<file path="src/s2d_pkg.sv">
// Shared constants, types and helper functions for the space-to-depth
// address generator. No dependencies; every other file uses it.
package s2d_pkg;

	// Index and data sizing
	localparam int INDEX_BITS = 24;
	localparam int DATA_BITS  = 32;
	localparam int MAX_STRIDE = 8;

	// Fixed port field widths
	localparam int DATA_W    = 32;
	localparam int DEST_W    = 24;
	localparam int CFG_W     = 13;
	localparam int CFG_IDX_W = 3;

	// Configuration field widths
	localparam int DIM_W = 11;
	localparam int CH_W  = 13;
	localparam int STR_W = 4;
	localparam int BAT_W = 9;

	// Derived-size arithmetic widths
	localparam int STRIDE_MAX_W = $clog2(MAX_STRIDE + 1);
	localparam int MUL_B_W      = DIM_W + STRIDE_MAX_W;
	localparam int SAT_W        = (INDEX_BITS + 1 > MUL_B_W) ? INDEX_BITS + 1 : MUL_B_W;
	localparam int PROD_W       = SAT_W + MUL_B_W;

	localparam logic [SAT_W-1:0] LIMIT   = SAT_W'(64'd1 << INDEX_BITS);
	localparam logic [SAT_W-1:0] SAT_CAP = LIMIT + SAT_W'(1);

	localparam logic [DATA_W-1:0] DATA_MASK = (DATA_BITS >= DATA_W) ? {DATA_W{1'b1}} :
		DATA_W'((64'd1 << DATA_BITS) - 64'd1);

	// Walk counters: five mixed-radix digits plus the image counter
	localparam int NUM_DIGITS = 5;
	localparam int DIG_W      = 12;
	localparam int IMG_W      = 8;

	// Cycles the derived-size chain needs after a register write
	localparam int SETTLE   = 4;
	localparam int SETTLE_W = $clog2(SETTLE + 1);

	// Register indexes
	typedef enum logic [CFG_IDX_W-1:0] {
		REG_OUT_WIDTH   = 3'd0,
		REG_OUT_HEIGHT  = 3'd1,
		REG_IN_CHANNELS = 3'd2,
		REG_STRIDE      = 3'd3,
		REG_BATCH_COUNT = 3'd4,
		REG_DIRECTION   = 3'd5
	} reg_idx_t;

	// Walk geometry handed from the size unit to the walk counters
	typedef struct packed {
		logic [NUM_DIGITS-1:0][DIG_W-1:0]      lim_m1;
		logic [NUM_DIGITS-1:0][INDEX_BITS-1:0] step;
		logic [IMG_W-1:0]                      bc_m1;
		logic [INDEX_BITS-1:0]                 per_image;
		logic                                  err;
		logic                                  busy;
		logic                                  clear;
	} geom_t;

	// Address terms of the current element
	typedef struct packed {
		logic [NUM_DIGITS-1:0][INDEX_BITS-1:0] term;
		logic [INDEX_BITS-1:0]                 base;
		logic                                  last;
		logic                                  err;
	} walk_t;

	// Clamp a register into 1..hi, zero counts as one
	function automatic logic [CH_W-1:0] clamp_reg(input logic [CH_W-1:0] v,
			input logic [CH_W-1:0] hi);
		logic [CH_W-1:0] r;
		if (v == '0) begin
			r = CH_W'(1);
		end else if (v > hi) begin
			r = hi;
		end else begin
			r = v;
		end
		return r;
	endfunction

	// Product that saturates just above the index space
	function automatic logic [SAT_W-1:0] mul_sat(input logic [SAT_W-1:0] a,
			input logic [MUL_B_W-1:0] b);
		logic [PROD_W-1:0] p;
		p = PROD_W'(a) * PROD_W'(b);
		if (p > PROD_W'(LIMIT)) begin
			return SAT_CAP;
		end
		return p[SAT_W-1:0];
	endfunction

endpackage

</file>
<file path="src/s2d_in_if.sv">
// Input channel: valid/ready handshake carrying one tensor element.
// Depends on s2d_pkg.
interface s2d_in_if;
	logic                         valid;
	logic                         ready;
	logic [s2d_pkg::DATA_W-1:0]   data_word;

	modport source(output valid, output data_word, input ready);
	modport sink(input valid, input data_word, output ready);
endinterface

</file>
<file path="src/s2d_out_if.sv">
// Output channel: valid/ready handshake carrying an element and its address.
// Depends on s2d_pkg.
interface s2d_out_if;
	logic                         valid;
	logic                         ready;
	logic [s2d_pkg::DATA_W-1:0]   out_word;
	logic [s2d_pkg::DEST_W-1:0]   dest_index;
	logic                         last_element;
	logic                         range_error;

	modport source(output valid, output out_word, output dest_index,
		output last_element, output range_error, input ready);
	modport sink(input valid, input out_word, input dest_index,
		input last_element, input range_error, output ready);
endinterface

</file>
<file path="src/s2d_geom.sv">
// Configuration registers and the registered multiplier chain that derives
// walk limits, address steps and the range check. Depends on s2d_pkg.
module s2d_geom (
	input  logic                            clk,
	input  logic                            arst_n,
	input  logic                            cfg_we,
	input  logic [s2d_pkg::CFG_IDX_W-1:0]   cfg_index,
	input  logic [s2d_pkg::CFG_W-1:0]       cfg_wdata,
	output s2d_pkg::geom_t                  geom
);

	logic [s2d_pkg::DIM_W-1:0]  ow_q, oh_q;
	logic [s2d_pkg::CH_W-1:0]   ic_q;
	logic [s2d_pkg::STR_W-1:0]  str_q;
	logic [s2d_pkg::BAT_W-1:0]  bc_q;
	logic                       dir_q;
	logic                       clear;
	logic [s2d_pkg::SETTLE_W-1:0] settle_q;

	// Clamped sizes
	logic [s2d_pkg::DIM_W-1:0]        ow_c, oh_c;
	logic [s2d_pkg::CH_W-1:0]         ic_c;
	logic [s2d_pkg::STRIDE_MAX_W-1:0] s_c;
	logic [s2d_pkg::BAT_W-1:0]        bc_c;

	// Derived-size pipeline
	logic [s2d_pkg::DIM_W-1:0]        ow_s1, oh_s1;
	logic [s2d_pkg::CH_W-1:0]         ic_s1;
	logic [s2d_pkg::STRIDE_MAX_W-1:0] s_s1;
	logic [s2d_pkg::BAT_W-1:0]        bc_s1;
	logic [s2d_pkg::MUL_B_W-1:0]      fw_s1, fh_s1;
	logic [s2d_pkg::SAT_W-1:0]        p_s1;
	logic [s2d_pkg::SAT_W-1:0]        f_s2, fws_s2, q_s2;
	logic [s2d_pkg::SAT_W-1:0]        pimg_s3, qs_s3;
	logic                             err_s4;

	logic [s2d_pkg::DIG_W-1:0] ow_m1, oh_m1, ic_m1, s_m1;

	// Register write decode
	always_comb begin
		case (cfg_index)
			s2d_pkg::REG_OUT_WIDTH,
			s2d_pkg::REG_OUT_HEIGHT,
			s2d_pkg::REG_IN_CHANNELS,
			s2d_pkg::REG_STRIDE,
			s2d_pkg::REG_BATCH_COUNT,
			s2d_pkg::REG_DIRECTION: clear = cfg_we;
			default: clear = 1'b0;
		endcase
	end

	// Configuration registers
	always_ff @(posedge clk or negedge arst_n) begin
		if (!arst_n) begin
			ow_q  <= s2d_pkg::DIM_W'(1);
			oh_q  <= s2d_pkg::DIM_W'(1);
			ic_q  <= s2d_pkg::CH_W'(1);
			str_q <= s2d_pkg::STR_W'(1);
			bc_q  <= s2d_pkg::BAT_W'(1);
			dir_q <= 1'b1;
		end else if (cfg_we) begin
			case (cfg_index)
				s2d_pkg::REG_OUT_WIDTH:   ow_q  <= cfg_wdata[s2d_pkg::DIM_W-1:0];
				s2d_pkg::REG_OUT_HEIGHT:  oh_q  <= cfg_wdata[s2d_pkg::DIM_W-1:0];
				s2d_pkg::REG_IN_CHANNELS: ic_q  <= cfg_wdata[s2d_pkg::CH_W-1:0];
				s2d_pkg::REG_STRIDE:      str_q <= cfg_wdata[s2d_pkg::STR_W-1:0];
				s2d_pkg::REG_BATCH_COUNT: bc_q  <= cfg_wdata[s2d_pkg::BAT_W-1:0];
				s2d_pkg::REG_DIRECTION:   dir_q <= cfg_wdata[0];
				default: ;
			endcase
		end
	end

	// Settle counter: sizes are not usable until the chain has refilled
	always_ff @(posedge clk or negedge arst_n) begin
		if (!arst_n) begin
			settle_q <= s2d_pkg::SETTLE_W'(s2d_pkg::SETTLE);
		end else if (clear) begin
			settle_q <= s2d_pkg::SETTLE_W'(s2d_pkg::SETTLE);
		end else if (settle_q != '0) begin
			settle_q <= settle_q - s2d_pkg::SETTLE_W'(1);
		end
	end

	// Saturate registers into their ranges
	always_comb begin
		ow_c = s2d_pkg::DIM_W'(s2d_pkg::clamp_reg(s2d_pkg::CH_W'(ow_q), s2d_pkg::CH_W'(1024)));
		oh_c = s2d_pkg::DIM_W'(s2d_pkg::clamp_reg(s2d_pkg::CH_W'(oh_q), s2d_pkg::CH_W'(1024)));
		ic_c = s2d_pkg::clamp_reg(ic_q, s2d_pkg::CH_W'(4096));
		s_c  = s2d_pkg::STRIDE_MAX_W'(s2d_pkg::clamp_reg(s2d_pkg::CH_W'(str_q),
			s2d_pkg::CH_W'(s2d_pkg::MAX_STRIDE)));
		bc_c = s2d_pkg::BAT_W'(s2d_pkg::clamp_reg(s2d_pkg::CH_W'(bc_q), s2d_pkg::CH_W'(256)));
	end

	// Multiplier chain, one product level per stage
	always_ff @(posedge clk) begin
		ow_s1 <= ow_c;
		oh_s1 <= oh_c;
		ic_s1 <= ic_c;
		s_s1  <= s_c;
		bc_s1 <= bc_c;
		fw_s1 <= s2d_pkg::MUL_B_W'(ow_c) * s2d_pkg::MUL_B_W'(s_c);
		fh_s1 <= s2d_pkg::MUL_B_W'(oh_c) * s2d_pkg::MUL_B_W'(s_c);
		p_s1  <= s2d_pkg::mul_sat(s2d_pkg::SAT_W'(ow_c), s2d_pkg::MUL_B_W'(oh_c));

		f_s2   <= s2d_pkg::mul_sat(s2d_pkg::SAT_W'(fw_s1), fh_s1);
		fws_s2 <= s2d_pkg::mul_sat(s2d_pkg::SAT_W'(fw_s1), s2d_pkg::MUL_B_W'(s_s1));
		q_s2   <= s2d_pkg::mul_sat(p_s1, s2d_pkg::MUL_B_W'(ic_s1));

		pimg_s3 <= s2d_pkg::mul_sat(f_s2, s2d_pkg::MUL_B_W'(ic_s1));
		qs_s3   <= s2d_pkg::mul_sat(q_s2, s2d_pkg::MUL_B_W'(s_s1));

		err_s4 <= s2d_pkg::mul_sat(pimg_s3, s2d_pkg::MUL_B_W'(bc_s1)) > s2d_pkg::LIMIT;
	end

	// Digit limits and steps per direction; digit 0 is the fastest
	always_comb begin
		ow_m1 = s2d_pkg::DIG_W'(ow_s1) - s2d_pkg::DIG_W'(1);
		oh_m1 = s2d_pkg::DIG_W'(oh_s1) - s2d_pkg::DIG_W'(1);
		ic_m1 = s2d_pkg::DIG_W'(ic_s1) - s2d_pkg::DIG_W'(1);
		s_m1  = s2d_pkg::DIG_W'(s_s1) - s2d_pkg::DIG_W'(1);

		if (dir_q) begin
			// column, row, channel, phase x, phase y
			geom.lim_m1[0] = ow_m1;
			geom.lim_m1[1] = oh_m1;
			geom.lim_m1[2] = ic_m1;
			geom.lim_m1[3] = s_m1;
			geom.lim_m1[4] = s_m1;
			geom.step[0]   = s2d_pkg::INDEX_BITS'(s_s1);
			geom.step[1]   = fws_s2[s2d_pkg::INDEX_BITS-1:0];
			geom.step[2]   = f_s2[s2d_pkg::INDEX_BITS-1:0];
			geom.step[3]   = s2d_pkg::INDEX_BITS'(1);
			geom.step[4]   = s2d_pkg::INDEX_BITS'(fw_s1);
		end else begin
			// column phase, column block, row phase, row block, channel
			geom.lim_m1[0] = s_m1;
			geom.lim_m1[1] = ow_m1;
			geom.lim_m1[2] = s_m1;
			geom.lim_m1[3] = oh_m1;
			geom.lim_m1[4] = ic_m1;
			geom.step[0]   = q_s2[s2d_pkg::INDEX_BITS-1:0];
			geom.step[1]   = s2d_pkg::INDEX_BITS'(1);
			geom.step[2]   = qs_s3[s2d_pkg::INDEX_BITS-1:0];
			geom.step[3]   = s2d_pkg::INDEX_BITS'(ow_s1);
			geom.step[4]   = p_s1[s2d_pkg::INDEX_BITS-1:0];
		end
		geom.bc_m1     = s2d_pkg::IMG_W'(bc_s1 - s2d_pkg::BAT_W'(1));
		geom.per_image = pimg_s3[s2d_pkg::INDEX_BITS-1:0];
		geom.err       = err_s4;
		geom.busy      = settle_q != '0;
		geom.clear     = clear;
	end

	chk_clear_busy: assert property (@(posedge clk) disable iff (!arst_n)
		clear |=> geom.busy)
		else $error("size chain not marked busy after register write");

endmodule

</file>
<file path="src/s2d_walk.sv">
// Walk counters: five mixed-radix digits with running address terms,
// image counter and image base. Depends on s2d_pkg.
module s2d_walk (
	input  logic              clk,
	input  logic              arst_n,
	input  s2d_pkg::geom_t    geom,
	input  logic              adv,
	output s2d_pkg::walk_t    cur
);

	logic [s2d_pkg::NUM_DIGITS-1:0][s2d_pkg::DIG_W-1:0]      dig_q;
	logic [s2d_pkg::NUM_DIGITS-1:0][s2d_pkg::INDEX_BITS-1:0] term_q;
	logic [s2d_pkg::IMG_W-1:0]                               img_q;
	logic [s2d_pkg::INDEX_BITS-1:0]                          base_q;

	logic [s2d_pkg::NUM_DIGITS-1:0] wrap;
	logic [s2d_pkg::NUM_DIGITS:0]   carry;
	logic                           img_wrap;

	// Carry chain over the digits
	always_comb begin
		carry[0] = 1'b1;
		for (int i = 0; i < s2d_pkg::NUM_DIGITS; i++) begin
			wrap[i]      = dig_q[i] == geom.lim_m1[i];
			carry[i + 1] = carry[i] & wrap[i];
		end
		img_wrap = img_q == geom.bc_m1;

		cur.term = term_q;
		cur.base = base_q;
		cur.last = carry[s2d_pkg::NUM_DIGITS] & img_wrap;
		cur.err  = geom.err;
	end

	// Step the walk on each accepted element
	always_ff @(posedge clk or negedge arst_n) begin
		if (!arst_n) begin
			dig_q  <= '0;
			term_q <= '0;
			img_q  <= '0;
			base_q <= '0;
		end else if (geom.clear) begin
			dig_q  <= '0;
			term_q <= '0;
			img_q  <= '0;
			base_q <= '0;
		end else if (adv) begin
			for (int i = 0; i < s2d_pkg::NUM_DIGITS; i++) begin
				if (carry[i]) begin
					if (wrap[i]) begin
						dig_q[i]  <= '0;
						term_q[i] <= '0;
					end else begin
						dig_q[i]  <= dig_q[i] + s2d_pkg::DIG_W'(1);
						term_q[i] <= term_q[i] + geom.step[i];
					end
				end
			end
			if (carry[s2d_pkg::NUM_DIGITS]) begin
				if (img_wrap) begin
					img_q  <= '0;
					base_q <= '0;
				end else begin
					img_q  <= img_q + s2d_pkg::IMG_W'(1);
					base_q <= base_q + geom.per_image;
				end
			end
		end
	end

	chk_clear: assert property (@(posedge clk) disable iff (!arst_n)
		geom.clear |=> (dig_q == '0 && term_q == '0 && img_q == '0 && base_q == '0))
		else $error("walk not cleared after register write");

	chk_last_wrap: assert property (@(posedge clk) disable iff (!arst_n)
		(!geom.busy && adv && cur.last) |=>
		(dig_q == '0 && term_q == '0 && img_q == '0 && base_q == '0))
		else $error("walk did not restart after the last element");

endmodule

</file>
<file path="src/s2d_sum.sv">
// Address adder pipeline with per-stage flow control: captures the element
// and its terms, adds them in two levels, holds the result. Depends on s2d_pkg.
module s2d_sum (
	input  logic                        clk,
	input  logic                        arst_n,
	input  logic                        load,
	input  logic [s2d_pkg::DATA_W-1:0]  data_word,
	input  s2d_pkg::walk_t              cur,
	output logic                        can_load,
	s2d_out_if.source                   out_ch
);

	logic v_s1, v_s2, v_s3;
	logic go1, go2, go3;

	logic [s2d_pkg::DATA_W-1:0] data_s1, data_s2, word_s3;
	s2d_pkg::walk_t             cur_s1;

	logic [s2d_pkg::INDEX_BITS-1:0] p0_s2, p1_s2;
	logic                           last_s2, err_s2;
	logic [s2d_pkg::INDEX_BITS-1:0] p0, p1, dest_sum;
	logic [s2d_pkg::DEST_W-1:0]     dest_s3;
	logic                           last_s3, err_s3;

	// Stage advance: a stage loads when empty or when its content moves on
	assign go3      = !v_s3 || out_ch.ready;
	assign go2      = !v_s2 || go3;
	assign go1      = !v_s1 || go2;
	assign can_load = go1;

	// Partial and final sums
	always_comb begin
		p0       = cur_s1.term[0] + cur_s1.term[1] + cur_s1.term[2];
		p1       = cur_s1.term[3] + cur_s1.term[4] + cur_s1.base;
		dest_sum = p0_s2 + p1_s2;
	end

	// Valid bits
	always_ff @(posedge clk or negedge arst_n) begin
		if (!arst_n) begin
			v_s1 <= 1'b0;
			v_s2 <= 1'b0;
			v_s3 <= 1'b0;
		end else begin
			if (go1) v_s1 <= load;
			if (go2) v_s2 <= v_s1;
			if (go3) v_s3 <= v_s2;
		end
	end

	// Payload
	always_ff @(posedge clk) begin
		if (load) begin
			data_s1 <= data_word;
			cur_s1  <= cur;
		end
		if (v_s1 && go2) begin
			data_s2 <= data_s1;
			p0_s2   <= p0;
			p1_s2   <= p1;
			last_s2 <= cur_s1.last;
			err_s2  <= cur_s1.err;
		end
		if (v_s2 && go3) begin
			word_s3 <= data_s2 & s2d_pkg::DATA_MASK;
			dest_s3 <= err_s2 ? '0 : s2d_pkg::DEST_W'(dest_sum);
			last_s3 <= last_s2;
			err_s3  <= err_s2;
		end
	end

	assign out_ch.valid        = v_s3;
	assign out_ch.out_word     = word_s3;
	assign out_ch.dest_index   = dest_s3;
	assign out_ch.last_element = last_s3;
	assign out_ch.range_error  = err_s3;

	chk_s1_hold: assert property (@(posedge clk) disable iff (!arst_n)
		(v_s1 && !go2) |=> (v_s1 && $stable(data_s1)))
		else $error("first stage lost a stalled element");

endmodule

</file>
<file path="src/space_to_depth_reorg_addressing.sv">
// Space-to-depth address generator: an element passes the capture, partial-sum
// and result registers of the adder pipeline; one element per cycle sustained
// while the output accepts. After reset or any write to a known register, input
// ready is low while the multiplier chain rebuilds derived sizes. Reset restores
// default registers (all sizes 1, forward direction) and clears the walk counters.
module space_to_depth_reorg_addressing (
	input  logic                            clk,
	input  logic                            arst_n,
	input  logic                            cfg_we,
	input  logic [s2d_pkg::CFG_IDX_W-1:0]   cfg_index,
	input  logic [s2d_pkg::CFG_W-1:0]       cfg_wdata,
	s2d_in_if.sink                          in_ch,
	s2d_out_if.source                       out_ch
);

	s2d_pkg::geom_t geom;
	s2d_pkg::walk_t cur;
	logic           can_load;
	logic           in_fire;

	assign in_ch.ready = can_load && !geom.busy;
	assign in_fire     = in_ch.valid && in_ch.ready;

	s2d_geom u_geom (
		.clk       (clk),
		.arst_n    (arst_n),
		.cfg_we    (cfg_we),
		.cfg_index (cfg_index),
		.cfg_wdata (cfg_wdata),
		.geom      (geom)
	);

	s2d_walk u_walk (
		.clk    (clk),
		.arst_n (arst_n),
		.geom   (geom),
		.adv    (in_fire),
		.cur    (cur)
	);

	s2d_sum u_sum (
		.clk       (clk),
		.arst_n    (arst_n),
		.load      (in_fire),
		.data_word (in_ch.data_word),
		.cur       (cur),
		.can_load  (can_load),
		.out_ch    (out_ch)
	);

	chk_busy_block: assert property (@(posedge clk) disable iff (!arst_n)
		geom.busy |-> !in_ch.ready)
		else $error("input accepted while derived sizes settle");

endmodule

</file>
<file path="src/flat_wrapper.sv">
// flat-port wrapper written by rule: the top's interface ports become plain ports
module space_to_depth_reorg_addressing_flat 
  (clk, arst_n, cfg_we, cfg_index, cfg_wdata, in_ch_valid, in_ch_data_word, in_ch_ready, out_ch_valid, out_ch_out_word, out_ch_dest_index, out_ch_last_element, out_ch_range_error, out_ch_ready);
  s2d_in_if in_ch_i ();
  s2d_out_if out_ch_i ();
  input  logic clk;
  input  logic arst_n;
  input  logic cfg_we;
  input  logic [s2d_pkg::CFG_IDX_W-1:0] cfg_index;
  input  logic [s2d_pkg::CFG_W-1:0] cfg_wdata;
  input wire logic [$bits(in_ch_i.valid)-1:0] in_ch_valid;
  input wire logic [$bits(in_ch_i.data_word)-1:0] in_ch_data_word;
  output wire logic [$bits(in_ch_i.ready)-1:0] in_ch_ready;
  output wire logic [$bits(out_ch_i.valid)-1:0] out_ch_valid;
  output wire logic [$bits(out_ch_i.out_word)-1:0] out_ch_out_word;
  output wire logic [$bits(out_ch_i.dest_index)-1:0] out_ch_dest_index;
  output wire logic [$bits(out_ch_i.last_element)-1:0] out_ch_last_element;
  output wire logic [$bits(out_ch_i.range_error)-1:0] out_ch_range_error;
  input wire logic [$bits(out_ch_i.ready)-1:0] out_ch_ready;
  assign in_ch_i.valid = in_ch_valid;
  assign in_ch_i.data_word = in_ch_data_word;
  assign in_ch_ready = in_ch_i.ready;
  assign out_ch_valid = out_ch_i.valid;
  assign out_ch_out_word = out_ch_i.out_word;
  assign out_ch_dest_index = out_ch_i.dest_index;
  assign out_ch_last_element = out_ch_i.last_element;
  assign out_ch_range_error = out_ch_i.range_error;
  assign out_ch_i.ready = out_ch_ready;
  space_to_depth_reorg_addressing u_core (.clk(clk), .arst_n(arst_n), .cfg_we(cfg_we), .cfg_index(cfg_index), .cfg_wdata(cfg_wdata), .in_ch(in_ch_i), .out_ch(out_ch_i));
endmodule
</file>
<file path="config.mk">
export PLATFORM = sky130hd
export DESIGN_NAME = space_to_depth_reorg_addressing_flat
export DESIGN_NICKNAME = d
export VERILOG_FILES = /design/src/s2d_pkg.sv /design/src/s2d_in_if.sv /design/src/s2d_out_if.sv /design/src/s2d_geom.sv /design/src/s2d_walk.sv /design/src/s2d_sum.sv /design/src/space_to_depth_reorg_addressing.sv /design/src/flat_wrapper.sv
export SDC_FILE = /design/constraint.sdc
export NUM_CORES = 2
export LEC_CHECK = 0
export BUFFER_PORTS_ARGS = -buffer_cell sky130_fd_sc_hd__buf_2
export CAP_MARGIN = 20
export CORE_MARGIN = 2
export CORE_UTILIZATION = 50
export DETAILED_ROUTE_END_ITERATION = 12
export GPL_ROUTABILITY_DRIVEN = 0
export GPL_TIMING_DRIVEN = 0
export PLACE_DENSITY = 0.69
export SLEW_MARGIN = 20
export SYNTH_ARGS = -nofsm -noshare
export SYNTH_HDL_FRONTEND = slang
export SYNTH_SLANG_ARGS = --single-unit
</file>
<file path="constraint.sdc">
create_clock -name clk -period 7.27 [get_ports clk]
set_clock_uncertainty 0.2 [all_clocks]
set_input_delay 0.3635 -clock clk [delete_from_list [all_inputs] [get_ports clk]]
set_output_delay 0.3635 -clock clk [all_outputs]
set_load 0.02 [all_outputs]
</file>
==> impl_summary.md <==
Status
The flow ran to the end, and the final reports show no timing, DRC or antenna violations.

Yosys
The net count after synthesis is 10700. During synthesis, Yosys emitted a total of 0 warnings. For this run, asynchronously set or reset flops after synthesis account for 33.2%.

The number of synthesized register bits is 804. The synthesized design contains 318 enable-type register cells. In this run the cell area of the synthesized design comes to 84300 um2. The sequential fraction of the synthesis area is 24.5%. Synthesis produced 8934 cells.

The number of distinct standard cells referenced by the synthesized netlist is 96. The top flip-flop cell by instance count after synthesis is edfxtp_1. The average instance in the mapped netlist occupies 9.44 um2.

Setup path
The cell that appears most often on the critical path is fa_1. On the worst path, the slowest cell contributes a delay of 0.57 ns. The data required time of the worst path is 7.66 ns. The maximum fanout along the worst path is 10.

In this run the critical register-to-register path is captured at u_core.u_geom.pimg_s3[0]. STA classifies the critical path startpoint as a flop. Data on the critical path arrives at its endpoint at 7.51 ns. STA classifies the critical path endpoint as a flop.

The startpoint of the worst register-to-register path is u_core.u_geom.f_s2[4]. The critical path goes through clkbuf_4, nand2_1, fa_1, fa_1, inv_1, fa_1, inv_1, fa_1, inv_1, fa_1, ha_1, nand3_1, nor4_4, nor2_1, nand3b_1, xnor2_1, nor4bb_2, nand4b_1, o41ai_4, nand4_1, buf_6, a211o_4. The slowest stage cell on the critical path is o41ai_4. The type of the worst setup path is reg -> reg. Counting cells, the worst reg-to-reg path comes to 22.

The flop-to-flop setup slack is 0.15 ns.

Global routing
The maximum number of pins on one net before global-route repair is 96. The total track usage is 28.0%. The number of global-route vias before repair is 67300. The global route total overflow is 0. The number of antenna violations at the first check in global routing is 27. The first global-routing pass estimated 378 mm of wire.

Clock tree
In this run, CTS created clock tree buffers numbering 89. The depth of the CTS H-tree is 3. The number of sinks driven by the clock tree is 804. In this run the deepest clock path goes through 3 buffers. After clock tree synthesis, the clock-pin slew on the worst setup and hold paths is 0.07 ns. The clock reaches the later pin of the worst-skew pair after 0.72 ns. The tree is rooted in a clkbuf_16. The CTS tree is built.

STA
The final hold violation count is 0. In the finished design, the share of the clock period the worst path needs comes to 98.0%. Setup violations remaining at the end of the flow were counted as 0.

The maximum clock rate is 0.140 GHz. The worst max-slew margin expressed relative to the limit is 17.9%. The post-layout minimum cycle time is 7.12 ns. The worst hold margin is 0.0329 ns.

After routing, the total negative slack on setup checks comes to 0 ns. At the pin with the least slew margin, the transition time is 1.22 ns. The max-slew violation count is 0.

Routing
In this run the remaining antenna-violating nets after routing total 0. The detailed-route wire length per cell is 20.9 um. The first detailed-routing pass took 8 iterations.

For this run, design rule violations remaining after detail routing come to 0. After detailed routing, the number of vias per cell comes to 5.76. Summing over every cut layer, the via total after detailed routing is 66300. The number of violations reported at the end of detailed-routing iteration 0 is 6069. For this block, the routed nets add up to 241 mm of wire.

Finish
The share of cells above drive strength 1 is 8.72%. In the layout the commonest cells are inv_1, nand2_1, fa_1. The net count of the finished layout is 11000.

The library cell used most frequently in the layout, excluding fill and tap cells, is inv_1. The area growth from synthesis to layout is 10.6%.

Place
During placement, the flow inserted port buffers numbering 112. After legalization and detailed placement, the total HPWL measured 192 mm.

Power
The post-layout total power is 41.5 mW. Power spread over the standard cell area amounts to 445 nW/um2. The worst-case IR drop observed on VDD is 691 uV. The standby leakage power is 43.4 nW.

Die
The die footprint is 172000 um2. The top-level port count is 113. The area inside the core boundary is 167000 um2. The row count is 150. For this configuration, the core starts out at a cell density of 50.4%. In this run the vertical extent of the chip is 415 um. The overall die width is 415 um.

Run
The max-cap check violation count is 0.

Worst hold path
The path category of the worst min-delay check is in -> async.
[flip-flops by register name (all words and copies together) (netlist names), 22 cells and up]
register,flops
u_core.u_geom.f_s2,25
u_core.u_geom.p_s1,22
u_core.u_geom.pimg_s3,25
u_core.u_geom.q_s2,25
u_core.u_geom.qs_s3,24
u_core.u_sum.cur_s1,146
u_core.u_sum.data_s1,32
u_core.u_sum.data_s2,32
u_core.u_sum.out_ch.dest_index,24
u_core.u_sum.out_ch.out_word,32
u_core.u_sum.p0_s2,24
u_core.u_sum.p1_s2,24
u_core.u_walk.base_q,24
u_core.u_walk.cur,120
u_core.u_walk.dig_q,60
[routing by layer]
layer | routed length [um] | global-route usage [%]
met3 | 20400 | 4.68
met2 | 110000 | 44.6
met5 | 71 | 0
met1 | 96400 | 36.7
met4 | 14200 | 15.1
[worst max-delay path by stage]
| stage | start | endpoint | cells past startpoint | slack, ns |
|---|---|---|---|---|
| floorplan | u_core.u_geom.settle_q[0] | u_core.u_walk.dig_q[11] | 13 | 0.23 |
| global placement | u_core.u_geom.settle_q[0] | u_core.u_walk.dig_q[11] | 13 | -2.38 |
| detailed placement | u_core.u_geom.ic_s1[9] | u_core.u_geom.pimg_s3[0] | 23 | -2.27 |
| CTS | u_core.u_geom.ic_s1[4] | u_core.u_geom.pimg_s3[9] | 23 | -0.004 |
| global route | u_core.u_geom.ic_s1[3] | u_core.u_geom.pimg_s3[21] | 24 | -0.03 |
| finish | u_core.u_geom.f_s2[4] | u_core.u_geom.pimg_s3[0] | 22 | 0.15 |
[synthesized netlist by cell type (36+ instances only)]
cell type  count  area [um2]
a22o_1        51         447
xnor2_1      283        2480
a21oi_1      289        1450
o21a_1        39         293
nor2_1       365        1370
a21o_1       133         998
dfxtp_1      219        4380
mux2_2        93        1050
edfxtp_1     318        9550
o31ai_1       43         323
nand3_1      128         641
or3_1         46         288
o21bai_1      58         435
a31oi_1       54         338
and2_1       597        3730
fa_1        1045       20900
a211oi_1      48         360
and3_1        79         494
nor3b_1       46         345
nand2_1     1194        4480
ha_1         668        8360
dfrtp_1      260        6510
mux2i_1       36         360
clkbuf_1     357        1340
xor2_1       140        1230
nor2b_1       86         538
nor3_1       182         911
nand4_1       56         350
nand2b_1      43         269
inv_1       1206        4530
nor4_1        38         238
o21ai_0      276        1380
[worst max-delay path: cells and delay by family, from the launching register on]
family | cells | cell delay [ns]
xor+xnor | 1 | 0.18
simple gates | 8 | 1.63
compound gates | 2 | 0.92
fa+ha+maj | 6 | 2.83
flops | 1 | 0.54
buf+inv | 5 | 0.68
[area by class of cell]
type | instances | area (um2)
Antenna cell | 16 | 40.0
Buffer | 374 | 2060
Clock buffer | 106 | 2430
Clock inverter | 62 | 850
Fill cell | 14500 | 74200
Inverter | 1209 | 4550
Multi-Input combinational cell | 6522 | 58200
Sequential cell | 804 | 20800
Tap cell | 2204 | 2760
Timing Repair Buffer | 210 | 1580
[report_power, final]
group          internal (mW)  switching, mW
sequential              5.75           1.15
clock                   2.93           2.05
combinational           11.5           18.1
[through the flow]
stage	worst slack [ns]	instance area, um2	util (%)	cells
after floorplan	0.226	84300	-	8934
after CTS	-0.00366	92400	55.2	11500
after detailed placement	-2.27	87800	52.5	11300
after global placement	-2.38	87600	52.3	11300
final	0.149	93200	55.7	11500
after global routing	-0.0344	93200	55.7	11500
[what timing repair did]
item | 4_1_cts | 5_1_grt
gates cloned | 0 | 1
endpoints found under the setup margin | 83 | 93
hold buffers | 56 | 0
hold endpoints to repair | 197 | 0
gates resized for setup | 291 | 316
pin swaps | 7 | 25
buffers inserted | 9 | 24
[logic make-up (layout without fill, tap and decap cells)]
logic type,after synthesis,after routing,synth area share (%)
AO/OA/AOI/OAI,1274,1274,9.97
adder cells (fa/ha/maj),1713,1713,34.7
other,0,16,0
buffers and inverters,1608,1961,7.21
AND/OR/NAND/NOR,2975,2975,17.4
XOR/XNOR,431,431,4.61
multiplexers,129,129,1.67
flip-flops,804,804,24.5
No activity file was read; power rests on OpenSTA's default activity.
